[src/hw/rtl/lcwd_pkg.sv]
// lcwd_pkg: shared constants, types and the decade table for the load-cell weight block
// no dependencies; compiled first

package lcwd_pkg;

    localparam int W_WEIGHT  = 24;
    localparam int W_DIGIT   = 4;
    localparam int N_DIGITS  = 7;
    localparam int N_SHOWN   = 5;
    localparam int DIV_WIDTH = 16;

    localparam logic [DIV_WIDTH-1:0] DIV_RESET    = 16'd293;
    localparam logic [W_WEIGHT-1:0]  WEIGHT_MAX   = 24'd9999999;
    localparam logic [W_WEIGHT-1:0]  WEIGHT_LIMIT = 24'd10000000;
    localparam logic [W_DIGIT-1:0]   BLANK_CODE   = 4'd11;
    localparam logic [2:0]           LAST_DECADE  = 3'd5;

    // input item function: new sample or tare capture
    typedef enum logic {
        FUNC_SAMPLE = 1'b0,
        FUNC_TARE   = 1'b1
    } t_func;

    // seven digits, index 0 is millions, index 6 is units
    typedef logic [N_DIGITS-1:0][W_DIGIT-1:0] t_digits;
    // shown window, index 0 is leftmost
    typedef logic [N_SHOWN-1:0][W_DIGIT-1:0]  t_window;

    // trial subtrahend: decade value of digit idx times 2**sh
    function automatic logic [W_WEIGHT-1:0] pow_mult(input logic [2:0] idx,
                                                     input logic [1:0] sh);
        logic [W_WEIGHT-1:0] p;
        unique case (idx)
            3'd0:    p = 24'd1000000;
            3'd1:    p = 24'd100000;
            3'd2:    p = 24'd10000;
            3'd3:    p = 24'd1000;
            3'd4:    p = 24'd100;
            3'd5:    p = 24'd10;
            default: p = 24'd1;
        endcase
        return p << sh;
    endfunction

endpackage

[src/hw/rtl/lcwd_if.sv]
// lcwd_in_if / lcwd_out_if: valid-ready channels for samples and display results
// no dependencies; field widths are given in this file

interface lcwd_in_if #(
    parameter int SAMPLE_BITS = 24
);
    logic                   valid;
    logic                   ready;
    logic                   func;
    logic [SAMPLE_BITS-1:0] raw_code;

    modport source (output valid, output func, output raw_code, input ready);
    modport sink   (input valid, input func, input raw_code, output ready);
endinterface

interface lcwd_out_if;
    logic        valid;
    logic        ready;
    logic [23:0] weight;
    logic        saturated;
    logic [3:0]  digit_one;
    logic [3:0]  digit_two;
    logic [3:0]  digit_three;
    logic [3:0]  digit_four;
    logic [3:0]  digit_five;

    modport source (output valid, output weight, output saturated, output digit_one,
                    output digit_two, output digit_three, output digit_four,
                    output digit_five, input ready);
    modport sink   (input valid, input weight, input saturated, input digit_one,
                    input digit_two, input digit_three, input digit_four,
                    input digit_five, output ready);
endinterface

[src/hw/rtl/lcwd_alu.sv]
// lcwd_alu: shared compare-and-subtract unit
// no dependencies

module lcwd_alu #(
    parameter int W = 24
) (
    input  logic [W-1:0] i_a,
    input  logic [W-1:0] i_b,
    output logic [W-1:0] o_diff,
    output logic         o_ge
);
    logic borrow;

    assign {borrow, o_diff} = {1'b0, i_a} - {1'b0, i_b};
    assign o_ge = ~borrow;
endmodule

[src/hw/rtl/lcwd_window.sv]
// lcwd_window: leading-zero blanking and five-digit window select
// depends on lcwd_pkg

module lcwd_window (
    input  lcwd_pkg::t_digits i_digits,
    output lcwd_pkg::t_window o_window
);
    import lcwd_pkg::*;

    logic [N_DIGITS-2:0] blank;
    t_digits             shown;

    always_comb begin
        blank[0] = (i_digits[0] == '0);
        for (int i = 1; i < N_DIGITS - 1; i++) begin
            blank[i] = (i_digits[i] == '0) && blank[i-1];
        end
        for (int i = 0; i < N_DIGITS - 1; i++) begin
            shown[i] = blank[i] ? BLANK_CODE : i_digits[i];
        end
        shown[N_DIGITS-1] = i_digits[N_DIGITS-1];

        priority if (blank[0] && blank[1]) begin
            for (int i = 0; i < N_SHOWN; i++) o_window[i] = shown[i+2];
        end else if (blank[0]) begin
            for (int i = 0; i < N_SHOWN; i++) o_window[i] = shown[i+1];
        end else begin
            for (int i = 0; i < N_SHOWN; i++) o_window[i] = shown[i];
        end
    end
endmodule

[src/hw/rtl/load_cell_weight_to_digits.sv]
// load_cell_weight_to_digits: tare, scale and decimal display of load-cell samples
// one job at a time: the serial divider and digit split run on one shared unit, and no new
//   input is taken until a finished job has moved into the output register; a finished job
//   holds until the output register is free
// reset (synchronous, active low): divisor 293, last reading and tare zero, idle
// depends on lcwd_pkg, lcwd_in_if, lcwd_out_if, lcwd_alu, lcwd_window

module load_cell_weight_to_digits #(
    parameter int SAMPLE_BITS = 24
) (
    input  logic                               i_clk,
    input  logic                               i_rst_n,
    input  logic                               i_cfg_we,
    input  logic [lcwd_pkg::DIV_WIDTH-1:0]     i_cfg_data,
    lcwd_in_if.sink                            i_in,
    lcwd_out_if.source                         o_out
);
    import lcwd_pkg::*;

    // shared unit is wide enough for the sample difference and the weight
    localparam int AW = (SAMPLE_BITS > W_WEIGHT) ? SAMPLE_BITS : W_WEIGHT;
    localparam int CW = $clog2(SAMPLE_BITS);
    localparam logic [CW-1:0] CNT_LAST = CW'(SAMPLE_BITS - 1);

    typedef enum logic [2:0] {
        ST_IDLE,
        ST_DIFF,
        ST_DIV,
        ST_SAT,
        ST_DIGIT,
        ST_DONE
    } t_state;

    t_state                 r_state;
    logic [DIV_WIDTH-1:0]   r_scale;
    logic [SAMPLE_BITS-1:0] r_last;
    logic [SAMPLE_BITS-1:0] r_tare;

    // divider working set: quotient shifts in as dividend shifts out
    logic [SAMPLE_BITS-1:0] r_quo;
    logic [DIV_WIDTH-1:0]   r_rem;
    logic [CW-1:0]          r_cnt;

    // digit split: remainder, decade index, trial bit, partial digit
    logic [W_WEIGHT-1:0]    r_val;
    logic [2:0]             r_dig;
    logic [1:0]             r_bit;
    logic [W_DIGIT-1:0]     r_acc;
    t_digits                r_digit;
    logic [W_WEIGHT-1:0]    r_weight;
    logic                   r_sat;

    // output register
    logic                   r_out_valid;
    logic [W_WEIGHT-1:0]    r_o_weight;
    logic                   r_o_sat;
    t_window                r_o_win;

    logic [AW-1:0]          alu_a;
    logic [AW-1:0]          alu_b;
    logic [AW-1:0]          alu_diff;
    logic                   alu_ge;
    logic [DIV_WIDTH-1:0]   eff_div;
    logic [W_WEIGHT-1:0]    n_val;
    logic [W_DIGIT-1:0]     n_acc;
    t_window                window;
    logic                   in_xfer;

    lcwd_alu #(.W(AW)) u_alu (
        .i_a    (alu_a),
        .i_b    (alu_b),
        .o_diff (alu_diff),
        .o_ge   (alu_ge)
    );

    lcwd_window u_window (
        .i_digits (r_digit),
        .o_window (window)
    );

    // zero divisor acts as one
    assign eff_div = (r_scale == '0) ? DIV_WIDTH'(1) : r_scale;
    assign in_xfer = i_in.valid && i_in.ready;
    assign i_in.ready = (r_state == ST_IDLE);

    // operand steering for the shared unit
    always_comb begin
        alu_a = '0;
        alu_b = '0;
        unique case (r_state)
            ST_DIFF: begin
                alu_a = AW'(r_last);
                alu_b = AW'(r_tare);
            end
            ST_DIV: begin
                // partial remainder with next dividend bit appended
                alu_a[DIV_WIDTH:0] = {r_rem, r_quo[SAMPLE_BITS-1]};
                alu_b = AW'(eff_div);
            end
            ST_SAT: begin
                alu_a = AW'(r_quo);
                alu_b = AW'(WEIGHT_LIMIT);
            end
            ST_DIGIT: begin
                alu_a = AW'(r_val);
                alu_b = AW'(pow_mult(r_dig, r_bit));
            end
            default: begin
                alu_a = '0;
                alu_b = '0;
            end
        endcase
    end

    // digit trial results
    always_comb begin
        n_val = alu_ge ? alu_diff[W_WEIGHT-1:0] : r_val;
        n_acc = r_acc;
        if (alu_ge) begin
            n_acc[r_bit] = 1'b1;
        end
    end

    always_ff @(posedge i_clk) begin
        if (!i_rst_n) begin
            r_state     <= ST_IDLE;
            r_scale     <= DIV_RESET;
            r_last      <= '0;
            r_tare      <= '0;
            r_out_valid <= 1'b0;
        end else begin
            if (i_cfg_we) begin
                r_scale <= i_cfg_data;
            end

            // output transfer frees the register, unless a new result loads it
            if (r_out_valid && o_out.ready && (r_state != ST_DONE)) begin
                r_out_valid <= 1'b0;
            end

            unique case (r_state)
                ST_IDLE: begin
                    if (in_xfer) begin
                        if (i_in.func == FUNC_TARE) begin
                            r_tare <= r_last;
                        end else begin
                            // offset-binary: flip the sign bit
                            r_last <= {~i_in.raw_code[SAMPLE_BITS-1],
                                       i_in.raw_code[SAMPLE_BITS-2:0]};
                        end
                        r_state <= ST_DIFF;
                    end
                end
                ST_DIFF: begin
                    // net reading, clamped to zero when not above tare
                    r_quo   <= alu_ge ? alu_diff[SAMPLE_BITS-1:0] : '0;
                    r_rem   <= '0;
                    r_cnt   <= CNT_LAST;
                    r_state <= ST_DIV;
                end
                ST_DIV: begin
                    // restoring division, one quotient bit a cycle
                    r_rem <= alu_ge ? alu_diff[DIV_WIDTH-1:0] : alu_a[DIV_WIDTH-1:0];
                    r_quo <= {r_quo[SAMPLE_BITS-2:0], alu_ge};
                    r_cnt <= r_cnt - CW'(1);
                    if (r_cnt == '0) begin
                        r_state <= ST_SAT;
                    end
                end
                ST_SAT: begin
                    r_sat    <= alu_ge;
                    r_weight <= alu_ge ? WEIGHT_MAX : W_WEIGHT'(r_quo);
                    r_val    <= alu_ge ? WEIGHT_MAX : W_WEIGHT'(r_quo);
                    r_dig    <= '0;
                    r_bit    <= 2'd3;
                    r_acc    <= '0;
                    r_state  <= ST_DIGIT;
                end
                ST_DIGIT: begin
                    // each decade tried at 8x, 4x, 2x, 1x
                    r_val <= n_val;
                    r_bit <= r_bit - 2'd1;
                    if (r_bit == 2'd0) begin
                        r_acc <= '0;
                        r_dig <= r_dig + 3'd1;
                        if (r_dig == LAST_DECADE) begin
                            // tens digit done, what is left is the units digit
                            r_digit[N_DIGITS-1:N_DIGITS-2] <= {n_val[W_DIGIT-1:0], n_acc};
                            r_state                        <= ST_DONE;
                        end else begin
                            r_digit[r_dig] <= n_acc;
                        end
                    end else begin
                        r_acc <= n_acc;
                    end
                end
                ST_DONE: begin
                    // wait for the output register to be free
                    if (!r_out_valid || o_out.ready) begin
                        r_out_valid <= 1'b1;
                        r_o_weight  <= r_weight;
                        r_o_sat     <= r_sat;
                        r_o_win     <= window;
                        r_state     <= ST_IDLE;
                    end
                end
                default: begin
                    r_state <= ST_IDLE;
                end
            endcase
        end
    end

    assign o_out.valid       = r_out_valid;
    assign o_out.weight      = r_o_weight;
    assign o_out.saturated   = r_o_sat;
    assign o_out.digit_one   = r_o_win[0];
    assign o_out.digit_two   = r_o_win[1];
    assign o_out.digit_three = r_o_win[2];
    assign o_out.digit_four  = r_o_win[3];
    assign o_out.digit_five  = r_o_win[4];

    // divider invariant: partial remainder stays below the divisor
    a_rem_bound: assert property (@(posedge i_clk) disable iff (!i_rst_n)
        (r_state == ST_DIV) |-> (r_rem < eff_div))
        else $error("divider remainder not below divisor");

    // after the last decade only a units value may remain
    a_units_bound: assert property (@(posedge i_clk) disable iff (!i_rst_n)
        (r_state == ST_DONE) |-> (r_val < W_WEIGHT'(10)))
        else $error("digit split left a remainder of ten or more");

    // saturation flag always pairs with the clamp value
    a_sat_clamp: assert property (@(posedge i_clk) disable iff (!i_rst_n)
        (o_out.valid && o_out.saturated) |-> (o_out.weight == WEIGHT_MAX))
        else $error("saturated result without clamped weight");

    // weight shown never exceeds seven digits
    a_weight_range: assert property (@(posedge i_clk) disable iff (!i_rst_n)
        o_out.valid |-> (o_out.weight <= WEIGHT_MAX))
        else $error("result weight out of range");

    // an input transfer starts a job, so no second transfer follows directly
    a_busy_after_xfer: assert property (@(posedge i_clk) disable iff (!i_rst_n)
        in_xfer |=> !i_in.ready)
        else $error("input ready while a job is running");
endmodule

[src/flat_wrapper.sv]
// flat-port wrapper written by rule: the top's interface ports become plain ports
module load_cell_weight_to_digits_flat import lcwd_pkg::*;
#(
    parameter int SAMPLE_BITS = 24
)
  (i_clk, i_rst_n, i_cfg_we, i_cfg_data, i_in_valid, i_in_func, i_in_raw_code, i_in_ready, o_out_valid, o_out_weight, o_out_saturated, o_out_digit_one, o_out_digit_two, o_out_digit_three, o_out_digit_four, o_out_digit_five, o_out_ready);
  lcwd_in_if #(.SAMPLE_BITS(SAMPLE_BITS)) i_in_i ();
  lcwd_out_if o_out_i ();
  input  logic i_clk;
  input  logic i_rst_n;
  input  logic i_cfg_we;
  input  logic [lcwd_pkg::DIV_WIDTH-1:0] i_cfg_data;
  input wire logic [$bits(i_in_i.valid)-1:0] i_in_valid;
  input wire logic [$bits(i_in_i.func)-1:0] i_in_func;
  input wire logic [$bits(i_in_i.raw_code)-1:0] i_in_raw_code;
  output wire logic [$bits(i_in_i.ready)-1:0] i_in_ready;
  output wire logic [$bits(o_out_i.valid)-1:0] o_out_valid;
  output wire logic [$bits(o_out_i.weight)-1:0] o_out_weight;
  output wire logic [$bits(o_out_i.saturated)-1:0] o_out_saturated;
  output wire logic [$bits(o_out_i.digit_one)-1:0] o_out_digit_one;
  output wire logic [$bits(o_out_i.digit_two)-1:0] o_out_digit_two;
  output wire logic [$bits(o_out_i.digit_three)-1:0] o_out_digit_three;
  output wire logic [$bits(o_out_i.digit_four)-1:0] o_out_digit_four;
  output wire logic [$bits(o_out_i.digit_five)-1:0] o_out_digit_five;
  input wire logic [$bits(o_out_i.ready)-1:0] o_out_ready;
  assign i_in_i.valid = i_in_valid;
  assign i_in_i.func = i_in_func;
  assign i_in_i.raw_code = i_in_raw_code;
  assign i_in_ready = i_in_i.ready;
  assign o_out_valid = o_out_i.valid;
  assign o_out_weight = o_out_i.weight;
  assign o_out_saturated = o_out_i.saturated;
  assign o_out_digit_one = o_out_i.digit_one;
  assign o_out_digit_two = o_out_i.digit_two;
  assign o_out_digit_three = o_out_i.digit_three;
  assign o_out_digit_four = o_out_i.digit_four;
  assign o_out_digit_five = o_out_i.digit_five;
  assign o_out_i.ready = o_out_ready;
  load_cell_weight_to_digits #(.SAMPLE_BITS(SAMPLE_BITS)) u_core (.i_clk(i_clk), .i_rst_n(i_rst_n), .i_cfg_we(i_cfg_we), .i_cfg_data(i_cfg_data), .i_in(i_in_i), .o_out(o_out_i));
endmodule
[config.mk]
export PLATFORM = sky130hd
export DESIGN_NAME = load_cell_weight_to_digits_flat
export DESIGN_NICKNAME = d
export VERILOG_FILES = /design/src/hw/rtl/lcwd_pkg.sv /design/src/hw/rtl/lcwd_if.sv /design/src/hw/rtl/lcwd_alu.sv /design/src/hw/rtl/lcwd_window.sv /design/src/hw/rtl/load_cell_weight_to_digits.sv /design/src/flat_wrapper.sv
export SDC_FILE = /design/constraint.sdc
export NUM_CORES = 1
export LEC_CHECK = 0
export CAP_MARGIN = 25
export CORE_ASPECT_RATIO = 0.6
export CORE_MARGIN = 1.5
export CORE_UTILIZATION = 45
export CTS_CLUSTER_DIAMETER = 120
export CTS_CLUSTER_SIZE = 10
export DETAILED_ROUTE_END_ITERATION = 8
export DONT_BUFFER_PORTS = 1
export GPL_TIMING_DRIVEN = 0
export HOLD_SLACK_MARGIN = 0.1
export PLACE_DENSITY = 0.65
export RECOVER_POWER = 100
export SYNTH_ARGS = -nofsm -noshare
export SYNTH_HDL_FRONTEND = slang
export SYNTH_SLANG_ARGS = --single-unit
[constraint.sdc]
create_clock -name i_clk -period 7 [get_ports i_clk]
set_input_delay 1.05 -clock i_clk [delete_from_list [all_inputs] [get_ports i_clk]]
set_output_delay 1.05 -clock i_clk [all_outputs]
set_load 0.005 [all_outputs]
Yosys cells after proc, flatten, opt, wreduce, memory -nomap -nowiden --
Index checks and enable logic that the tools add are counted.
Storage, ports and cells: register bits after elaboration 244, input bits 46, output and inout bits 47
Operators by class: add/sub/neg operators 4, magnitude comparators 4, eq/ne operators 17, shifts and indexed selects 1, mux-type cells 42, bitwise gates (word level) 5, reductions and logical operators 37
Operator list (number):
- one-hot mux 20 bit (6 select lines) | 1
- 2-to-1 mux 24 bit | 4
- one-hot mux 24 bit (2 select lines) | 2
- one-hot mux 24 bit (4 select lines) | 1
- one-hot mux 17 bit (4 select lines) | 1
- 2-to-1 mux 20 bit | 2
- 2-to-1 mux 16 bit | 2
- 2-to-1 mux 4 bit | 8
- one-hot mux 16 bit (2 select lines) | 1
- bitwise mux 28 bit | 1
- subtractor 24 x 24 -> 25 bit | 1
- zero test 4 bit | 6
- << shifter 24 x 2 -> 24 bit | 1
- one-hot mux 7 bit (3 select lines) | 1
- 2-to-1 mux 3 bit | 6
- one-hot mux 3 bit (6 select lines) | 1
- AND reduction 3 bit | 6
- zero test 16 bit | 1
- demux 4 bit (select 3 bit) | 1
- == test 3 x 2 -> 1 bit (second input constant) | 4
- == test 3 bit (second input constant) | 4
- logical AND 1 bit | 11
- one-hot mux 5 bit (2 select lines) | 1
- 2-to-1 mux 8 bit | 1
- other kinds (27) | 42

Longest topological paths before layout --
Gate-level depths: netlist (run 1).
depth after elaboration 9, mapped depth 21, depth with buffers taken out 19

Hierarchy --
From an unflattened synthesis (run 1), not the netlist that was laid out.
Second synthesis, totals: cells, all modules 1281, area, all modules 12657.1 sq um
Modules (own cells, without submodules):
- load_cell_weight_to_digits | times used 1, cells an instance 1003, area an instance 10903.0 sq um, seq. area each 6646.4 sq um
- lcwd_alu | times used 1, cells an instance 189, area an instance 1287.5 sq um, seq. area each 0.0 sq um
- lcwd_window | times used 1, cells an instance 89, area an instance 466.7 sq um, seq. area each 0.0 sq um

Least setup slack after synthesis (run 1) --
OpenSTA, ideal clock, no wires.
path kind register to register, start reg u_core.r_dig[1], end reg u_core.r_val[10] (enable), library setup time 0.404 ns, arrival time 4.834 ns, required time 6.596 ns, setup slack 1.762 ns, cell stages (with the launch flop) 17, buffers on the path 4, period minus slack after synthesis 5.238 ns, path through edfxtp_1 > inv_1 > ha_1 > clkbuf_1 > clkbuf_1 > nor4_1 > a221o_1 > ha_1 > fa_1 > nand2b_1 > a21oi_1 > a2111oi_4 > o31ai_2 > a311oi_4 > buf_6 > buf_4 > a21oi_1
On the way: word-level cells in the longest chain between the ends 8
RTL lines:
- start, declared | RTL line load_cell_weight_to_digits.sv:46 | logic [2:0] r_dig;
- start signal, assigned | RTL line load_cell_weight_to_digits.sv:185 | r_dig <= r_dig + 3'd1;
- == test 3 bit, or another cell as far along | RTL line lcwd_pkg.sv:33 | unique case (idx)
- one-hot mux 20 bit (6 select lines) * | RTL line lcwd_pkg.sv:33
- 2-to-1 mux 24 bit * | RTL line load_cell_weight_to_digits.sv:90 | unique case (r_state)
- << shifter 24 x 2 -> 24 bit * | RTL line lcwd_pkg.sv:42 | return p << sh;
- one-hot mux 24 bit (4 select lines) * | RTL line load_cell_weight_to_digits.sv:90
- subtractor 24 x 24 -> 25 bit * | RTL line lcwd_alu.sv:14 | assign {borrow, o_diff} = {1'b0, i_a} - {1'b0, i_b};
- != test 2 bit (no line) *
- AND reduction 3 bit (no line) *
- end signal, assigned | RTL line load_cell_weight_to_digits.sv:173 | r_val <= alu_ge ? WEIGHT_MAX : W_WEIGHT'(r_quo);
- end signal, assigned | RTL line load_cell_weight_to_digits.sv:181 | r_val <= n_val;
- end, declared | RTL line load_cell_weight_to_digits.sv:45 | logic [W_WEIGHT-1:0] r_val;
Mark *: on every way between the ends. The rest lies on a longest branch, timed or not. The select of a mux whose other input is x is not followed. A chain may end at the register's enable or synchronous reset.

Final worst setup path (run 1) --
start reg u_core.r_state[0], end reg u_core.r_val[18] (enable)
On the way: word-level cells in the longest chain between the ends 5
RTL lines:
- start, declared | RTL line load_cell_weight_to_digits.sv:34 | t_state r_state;
- start signal, assigned | RTL line load_cell_weight_to_digits.sv:126 | r_state <= ST_IDLE;
- start signal, assigned | RTL line load_cell_weight_to_digits.sv:151 | r_state <= ST_DIFF;
- start signal, assigned | RTL line load_cell_weight_to_digits.sv:159 | r_state <= ST_DIV;
- == test 3 bit, or another cell as far along | RTL line load_cell_weight_to_digits.sv:90, load_cell_weight_to_digits.sv:141
- one-hot mux 17 bit (4 select lines), or another cell as far along | RTL line load_cell_weight_to_digits.sv:90
- subtractor 24 x 24 -> 25 bit | RTL line lcwd_alu.sv:14
- != test 2 bit (no line)
- AND reduction 3 bit (no line) *
Mark *: on every way between the ends. The rest lies on a longest branch, timed or not.

==> out/results.ini, run 1 <==
[outcome]
status=finished, violations left
violations=max-capacitance violations, max-slew violations

[placement]
postPlaceCellArea_um2=12800
place.gp.congestion=1.01
place_hpwl_um=30700
port_buffers=0

[critical_path]
cp-end-kind=register
path_max_fanout=20
critPathMaxStageDelay_ps=760
reg2reg_depth=16
crit_chain=clkbuf_1 > nor2_1 > and2_0 > clkbuf_1 > clkbuf_1 > clkbuf_1 > a21oi_1 > ha_1 > nand2b_1 > a21oi_1 > a2111oi_4 > o31ai_2 > a311oi_4 > buf_6 > buf_4 > a21oi_4
critPathLaunchType=register
reg2reg_to=u_core.r_val[18]
cp.required_ps=7170
crit_top_cell=clkbuf_1
reg2reg_slack_ps=240
r2r-start=u_core.r_state[0]
path_class=register to register
critical_path.top_delay_family=compound AO/OA/AOI/OAI gates
critPathBufInv=6
arrival_ps=6930
slowest_stage=clkbuf_1

[power_and_ir_drop]
power_density_nw_per_um2=379
ir_drop_v=0.000187
p_leak_nw=4.65

[final_layout]
design_area_um2=13500
layout-drive-gt1-share_pct=4.66
layout.nets=1341
final_core_util_pct=50.6
antenna_cells=0
syn_to_final_growth_pct=9.64

[detailed_routing]
avgRoutedWirePerCell_um=24.8
drc=0
drtIter0Drc=1281
via_per_inst=6.09
drt-pass1-iter-count=6
num_vias=9914
drt-total-wl_um=40400
ant_nets=0

[clocking]
cts_tree=done
cts_resized=0
clk_path_buf_depth=3
post_cts_buffers=0
htreeDepth=1
clock-sinks=244
cts_buffers=28
hold_buffers=0
path_clk_slew_ps=60
root_buffer=clkbuf_16
clk-insertion-delay-late_ps=560

[job]
cap_violations=3

[hold_path]
hold_start=u_core.r_weight[9]
min_to=u_core.o_out.weight[9]
worstHoldPathCells=0
hold_class=register to register

[global_route]
gr-usage-all-layers_pct=28.2
grt_max_degree=29
grt_pass1_wl_um=58700
grt.met2_usage_pct=34.8
grt.busiest_layer=met1
grt_pass1_vias=8907
grt-ovfl-total=0
antenna_found_initial=0
globalRouteMet1Util_pct=45.9
met3_usage_pct=9.76

[synthesis]
synthArstFlopShare_pct=0
synth_edf_count=176
yosys.area.top_type=edfxtp_1
seq_area_frac_synth_pct=54.0
synth.cell_area_um2=12300
netlist_top_cells_area=edfxtp_1 (43%), dfxtp_1 (11%), nand2_1 (8.3%), o21ai_0 (3.7%), ha_1 (3.5%)
synth.avg_cell_area_um2=10.0
synthesis.nets=1307
synth_top_area_share_pct=42.9
syn_inst=1226
ys_warn_count=0
synth-seq-cells=244
ys_types=67
synthFlopType=edfxtp_1

[floorplan]
die_w_um=216
num_rows=46
die_area_um2=28400
die_h_um=131
core_um2=26600
ioPinCount=93
start_util_pct=46.2

[sta]
maxSlewViolCount=77
relSlewSlack_pct=-21.2
final-setup-viol-count=0
fin_crit_sh_pct=96.5
fin_crit_ps=6760
worst_slew_pin_slew_ps=1820
max_freq_mhz=148
rsz0062_at_grt=no
skew_ps=17.3
hold_violations=0

-- worst max-delay path by stage --
| stage | startpoint | end | slack (ps) | cells past startpoint |
|---|---|---|---|---|
| after floorplan | u_core.r_dig[1] | u_core.r_val[10] | 1760 | 16 |
| after global placement | u_core.r_state[0] | u_core.r_val[8] | -700 | 16 |
| after detailed placement | u_core.r_state[0] | u_core.r_val[8] | 520 | 16 |
| after CTS | u_core.r_state[0] | u_core.r_val[8] | 460 | 16 |
| after global routing | u_core.r_state[0] | u_core.r_val[8] | 30 | 16 |
| final | u_core.r_state[0] | u_core.r_val[18] | 240 | 16 |
-- cells by family (layout without fill, tap and decap cells) --
group	Yosys count	after routing	share of synthesized area (%)
mux	34	34	2.85
xor+xnor	23	23	1.64
simple gates	458	458	16.4
fa+ha+maj	35	35	3.62
flops	244	244	54.0
buf+inv	96	137	3.28
compound gates	336	336	18.2
-- layout by cell type (no fill, tap or decap), drive strengths merged, types with 8 or more instances in the layout --
cell type and instances:
buf 9, mux2i 26, o22ai 12, and2 17
nor2 68, a221oi 9, dfxtp 68, nand2b 22
xnor2 18, edfxtp 176, o21ai 95, a21oi 67
a22oi 29, nor3 13, a31oi 8, mux2 8
nor2b 21, nand2 272, o21a 10, ha 34
a21boi 52, a21o 9, inv 18, nor4 16
clkbuf 109, o31ai 9
-- registers in the layout, summed over array words and instances, names as in the netlist, 2 cells and up --
register	cells
u_core.r_tare	24
u_core.r_quo	24
u_core.r_val	24
u_core.r_weight	24
u_core.r_scale	16
u_core.r_acc	4
u_core.r_cnt	5
u_core.o_out.digit_four	4
u_core.r_rem	16
u_core.o_out.weight	24
u_core.o_out.digit_one	4
u_core.o_out.digit_three	4
u_core.r_digit	28
u_core.r_last	24
u_core.r_bit	2
u_core.o_out.digit_two	4
u_core.r_dig	3
u_core.r_state	3
u_core.o_out.digit_five	4
-- per-stage QoR --
stage	setup TNS, ps	setup WS (ps)	hold slack [ps]	power [mW]	cells
after global placement	-13870	-697	401	3.84	1586
final	0	243	415	5.11	1627
after global routing	0	25.1	426	5.34	1627
after detailed placement	0	523	405	3.86	1590
after CTS	0	464	417	5.15	1627
after floorplan	0	1760	400	3.24	1226
-- layer usage --
layer	vias to the layer above	wire length (um)
li1	4492	-
met1	4801	20000
met2	560	14400
met3	61	5320
met4	0	678
met5	-	0
-- worst reg2reg max path: stages (launching register included) --
cell       delay (ps)
dfxtp_1           300
clkbuf_1          200
nor2_1            330
and2_0            170
clkbuf_1          380
clkbuf_1          700
clkbuf_1          770
a21oi_1           330
ha_1              470
nand2b_1          110
a21oi_1           440
a2111oi_4         190
o31ai_2           520
a311oi_4          300
buf_6             250
buf_4             200
a21oi_4           720
-- area by class of cell --
class                      instances  area (um2)
multi-input combinational        886        5240
buffer                            78         308
clock inverter                     1        8.76
clock buffer                      36         752
fill                            2488       13200
timing repair buffer               4        18.8
sequential                       244        6650
inverter                          18        70.1
tap                              360         450
-- power by group --
| part | switching (mW) | total, mW | internal (mW) |
|---|---|---|---|
| combinational | 1.31 | 1.94 | 0.629 |
| sequential | 0.0885 | 1.88 | 1.79 |
| clock | 0.553 | 1.29 | 0.737 |
| total | 1.96 | 5.11 | 3.15 |
-- synth_stat cells (4+ instances only) --
cell type and count:
clkbuf_1 61, mux2_2 8, ha_1 34, a21oi_2 11, a21boi_0 52, buf_6 4
nor2_1 67, nor3_1 13, xor2_1 5, a21oi_1 56, o21ai_0 92, buf_1 8
o21a_1 10, o22ai_1 12, a21o_1 9, nor4_1 16, and2_1 17, xnor2_1 18
nor2b_1 21, mux2i_1 26, and3_1 6, edfxtp_1 176, nand2_1 271, nand2b_1 22
o211ai_1 6, a22oi_1 29, nand4_1 6, a222oi_1 4, a31oi_1 8, inv_1 17
dfxtp_1 68, o31ai_1 8, a221oi_1 9, a22o_1 4
Note: power is estimated with default switching activity, not from simulation.
==> run 2, diff against run 1 <==
Settings changed: CELL_PAD_IN_SITES_DETAIL_PLACEMENT set to 2, CELL_PAD_IN_SITES_GLOBAL_PLACEMENT set to 2, CORE_UTILIZATION 45 to 42, PLACE_DENSITY 0.65 to 0.86.
Clock period 7 ns to 6.5 ns, I/O delays scaled along.
==> out/results.ini, run 2 (synthesis results as in run 1) <==
[power_and_ir_drop]
swShare_pct=40.2  ; +1.9 points
sequentialPowerShare_pct=34.9  ; -1.8 points
power.net_switching_mw=2.34  ; +20%
pwr-share-clk_pct=24.6  ; -0.6 points
ir_drop_v=0.000169  ; -9.6%
p_int_mw=3.48  ; +10%
power_density_nw_per_um2=428  ; +13%
pwr-share-comb_pct=40.6  ; +2.6 points
p_leak_nw=4.70  ; +1.1%

[clocking]
root_buffer=clkbuf_16
htreeDepth=1  ; unchanged
hold_buffers=0  ; unchanged
cts_buffers=28  ; unchanged
clock-sinks=244  ; unchanged
path_clk_slew_ps=60  ; about the same
clk_path_buf_depth=3  ; unchanged
cts_tree=done
clk-insertion-delay-late_ps=570  ; about the same

[final_layout]
syn_to_final_growth_pct=10.6
largest_reg_flops=28  ; unchanged
layout.nets=1348  ; +0.52%
final_core_util_pct=47.3  ; -3.3 points
design_area_um2=13600  ; +0.88%
final_common_cell=nand2_1
most-common-layout-cells=nand2_1 (271), edfxtp_1 (176), o21ai_0 (93)
regMostFlops=u_core.r_digit
layout-drive-gt1-share_pct=5.49  ; +0.83 points
antenna_cells=0  ; unchanged

[critical_path]
path_class=register to register
cp-end-kind=register
arrival_ps=6660  ; -270 ps
critPathLaunchType=register
path_max_fanout=10  ; -50%
cp.required_ps=6870  ; -300 ps

[detailed_routing]
avgRoutedWirePerCell_um=30.4  ; +22%
via_per_inst=6.40  ; +5.1%
ant_nets=0  ; unchanged
num_vias=10600  ; +6.6%
drc=0  ; unchanged
drt-total-wl_um=50100  ; +24%
drtIter0Drc=1186  ; -7.4%
drt-pass1-iter-count=7  ; +1

[outcome]
status=finished, violations left
violations=max-capacitance violations, max-slew violations

[global_route]
grt_pass1_vias=10700  ; +20%
grt-ovfl-total=0  ; unchanged
antenna_found_initial=0  ; unchanged
grt_pass1_wl_um=73200  ; +25%
gr-usage-all-layers_pct=33.2  ; +4.9 points
grt_max_degree=30  ; +3.4%

[floorplan]
start_util_pct=42.8  ; -3.4 points
die_w_um=224  ; +3.5%
core_um2=28800  ; +8.0%
die_h_um=136  ; +3.4%
die_area_um2=30400  ; +7.0%
ioPinCount=93  ; unchanged
num_rows=48  ; +4.3%

[sta]
skew_ps=18.0  ; +0.667 ps
worst_slew_pin_slew_ps=1970  ; +150 ps
setup_tns_ps=0  ; unchanged
hold_violations=0  ; unchanged
whs_ps=418  ; +3.25 ps
final-setup-viol-count=0  ; unchanged
fin_crit_sh_pct=96.7  ; +0.15 points
fin_crit_ps=6280  ; -473 ps
relSlewSlack_pct=-31.2  ; -10 points
maxSlewViolCount=78  ; +1.3%
worst_slack_ps=215  ; -27.3 ps
rsz0062_at_grt=no
max_freq_mhz=159  ; +7.5%

[placement]
postPlaceCellArea_um2=12900  ; +0.13%
port_buffers=0  ; unchanged
place_hpwl_um=37700  ; +23%
post-place-ws_ps=-100  ; -623 ps
place.gp.congestion=0.971  ; -3.6%

[hold_path]
hold_class=register to register

[job]
cap_violations=3  ; unchanged

-- run 2: changes by cell type in the layout (fill, tap and decap cells not counted), moves of 2 or more --
cell / before / now
buf_2: 2 / 5
nor2_2: 0 / 2
buf_6: 1 / 5
buf_12: 0 / 2
-- run 2: repair_timing --
action | CTS | global route
setup buffers | 0 | 3
resized for setup | 3 | 1
cloned | 1 | 0
pin swaps | 1 | 4
setup endpoints to repair | 20 | 116
-- run 2: power by group through the flow --
stage	registers, mW	logic [mW]	clock network, mW
2_1_floorplan	1.99	1.50	0
3_3_place_gp	2.05	2.12	0
5_1_grt	2.03	2.51	1.50
3_5_place_dp	2.05	2.25	0
6_report	2.03	2.36	1.43
4_1_cts	2.02	2.29	1.44
-- run 2: metal layers --
metal	GRT usage [%]	wire length [um]	vias up
li1	-	-	4503
met2	46.2	20100	578
met1	50.0	22700	5401
met3	10.3	6180	85
met5	0	0	-
met4	6.72	1100	0
-- run 2: worst paths after layout --
| path | to | slack, ps | depth (start not counted) | start |
|---|---|---|---|---|
| min | u_core.o_out.weight[0] | 420 | 0 | u_core.r_weight[0] |
| max reg2reg | u_core.r_val[8] | 220 | 18 | u_core.r_state[0] |
| min reg2reg | u_core.o_out.weight[0] | 420 | 0 | u_core.r_weight[0] |
| max | u_core.r_val[8] | 220 | 18 | u_core.r_state[0] |
-- run 2: stage by stage --
stage / total power, mW / instances
2_1_floorplan: 3.49 / 1226
3_3_place_gp: 4.16 / 1601
3_5_place_dp: 4.30 / 1605
4_1_cts: 5.75 / 1644
5_1_grt: 6.05 / 1650
6_report: 5.82 / 1650
-- run 2: area by class of cell --
class,count,area (um2)
buffer,78,335
clock buffer,37,756
clock inverter,1,8.76
fill,3015,15200
inverter,18,70.1
multi-input combinational,887,5250
sequential,244,6650
tap,375,469
timing repair buffer,10,78.8
-- run 2: critical path, cell delays in order (launching register included) --
cell and delay (ps):
dfxtp_1 310, clkbuf_1 390, nand2b_1 100, clkbuf_1 250, nor2_2 520, clkbuf_1 590
clkbuf_1 580, a221oi_1 390, ha_1 490, nand2_1 130, o21ai_0 420, a31oi_1 170
o31ai_2 450, a311oi_4 180, buf_12 190, inv_4 80, buf_2 310, nand2_1 220
o21ai_0 260
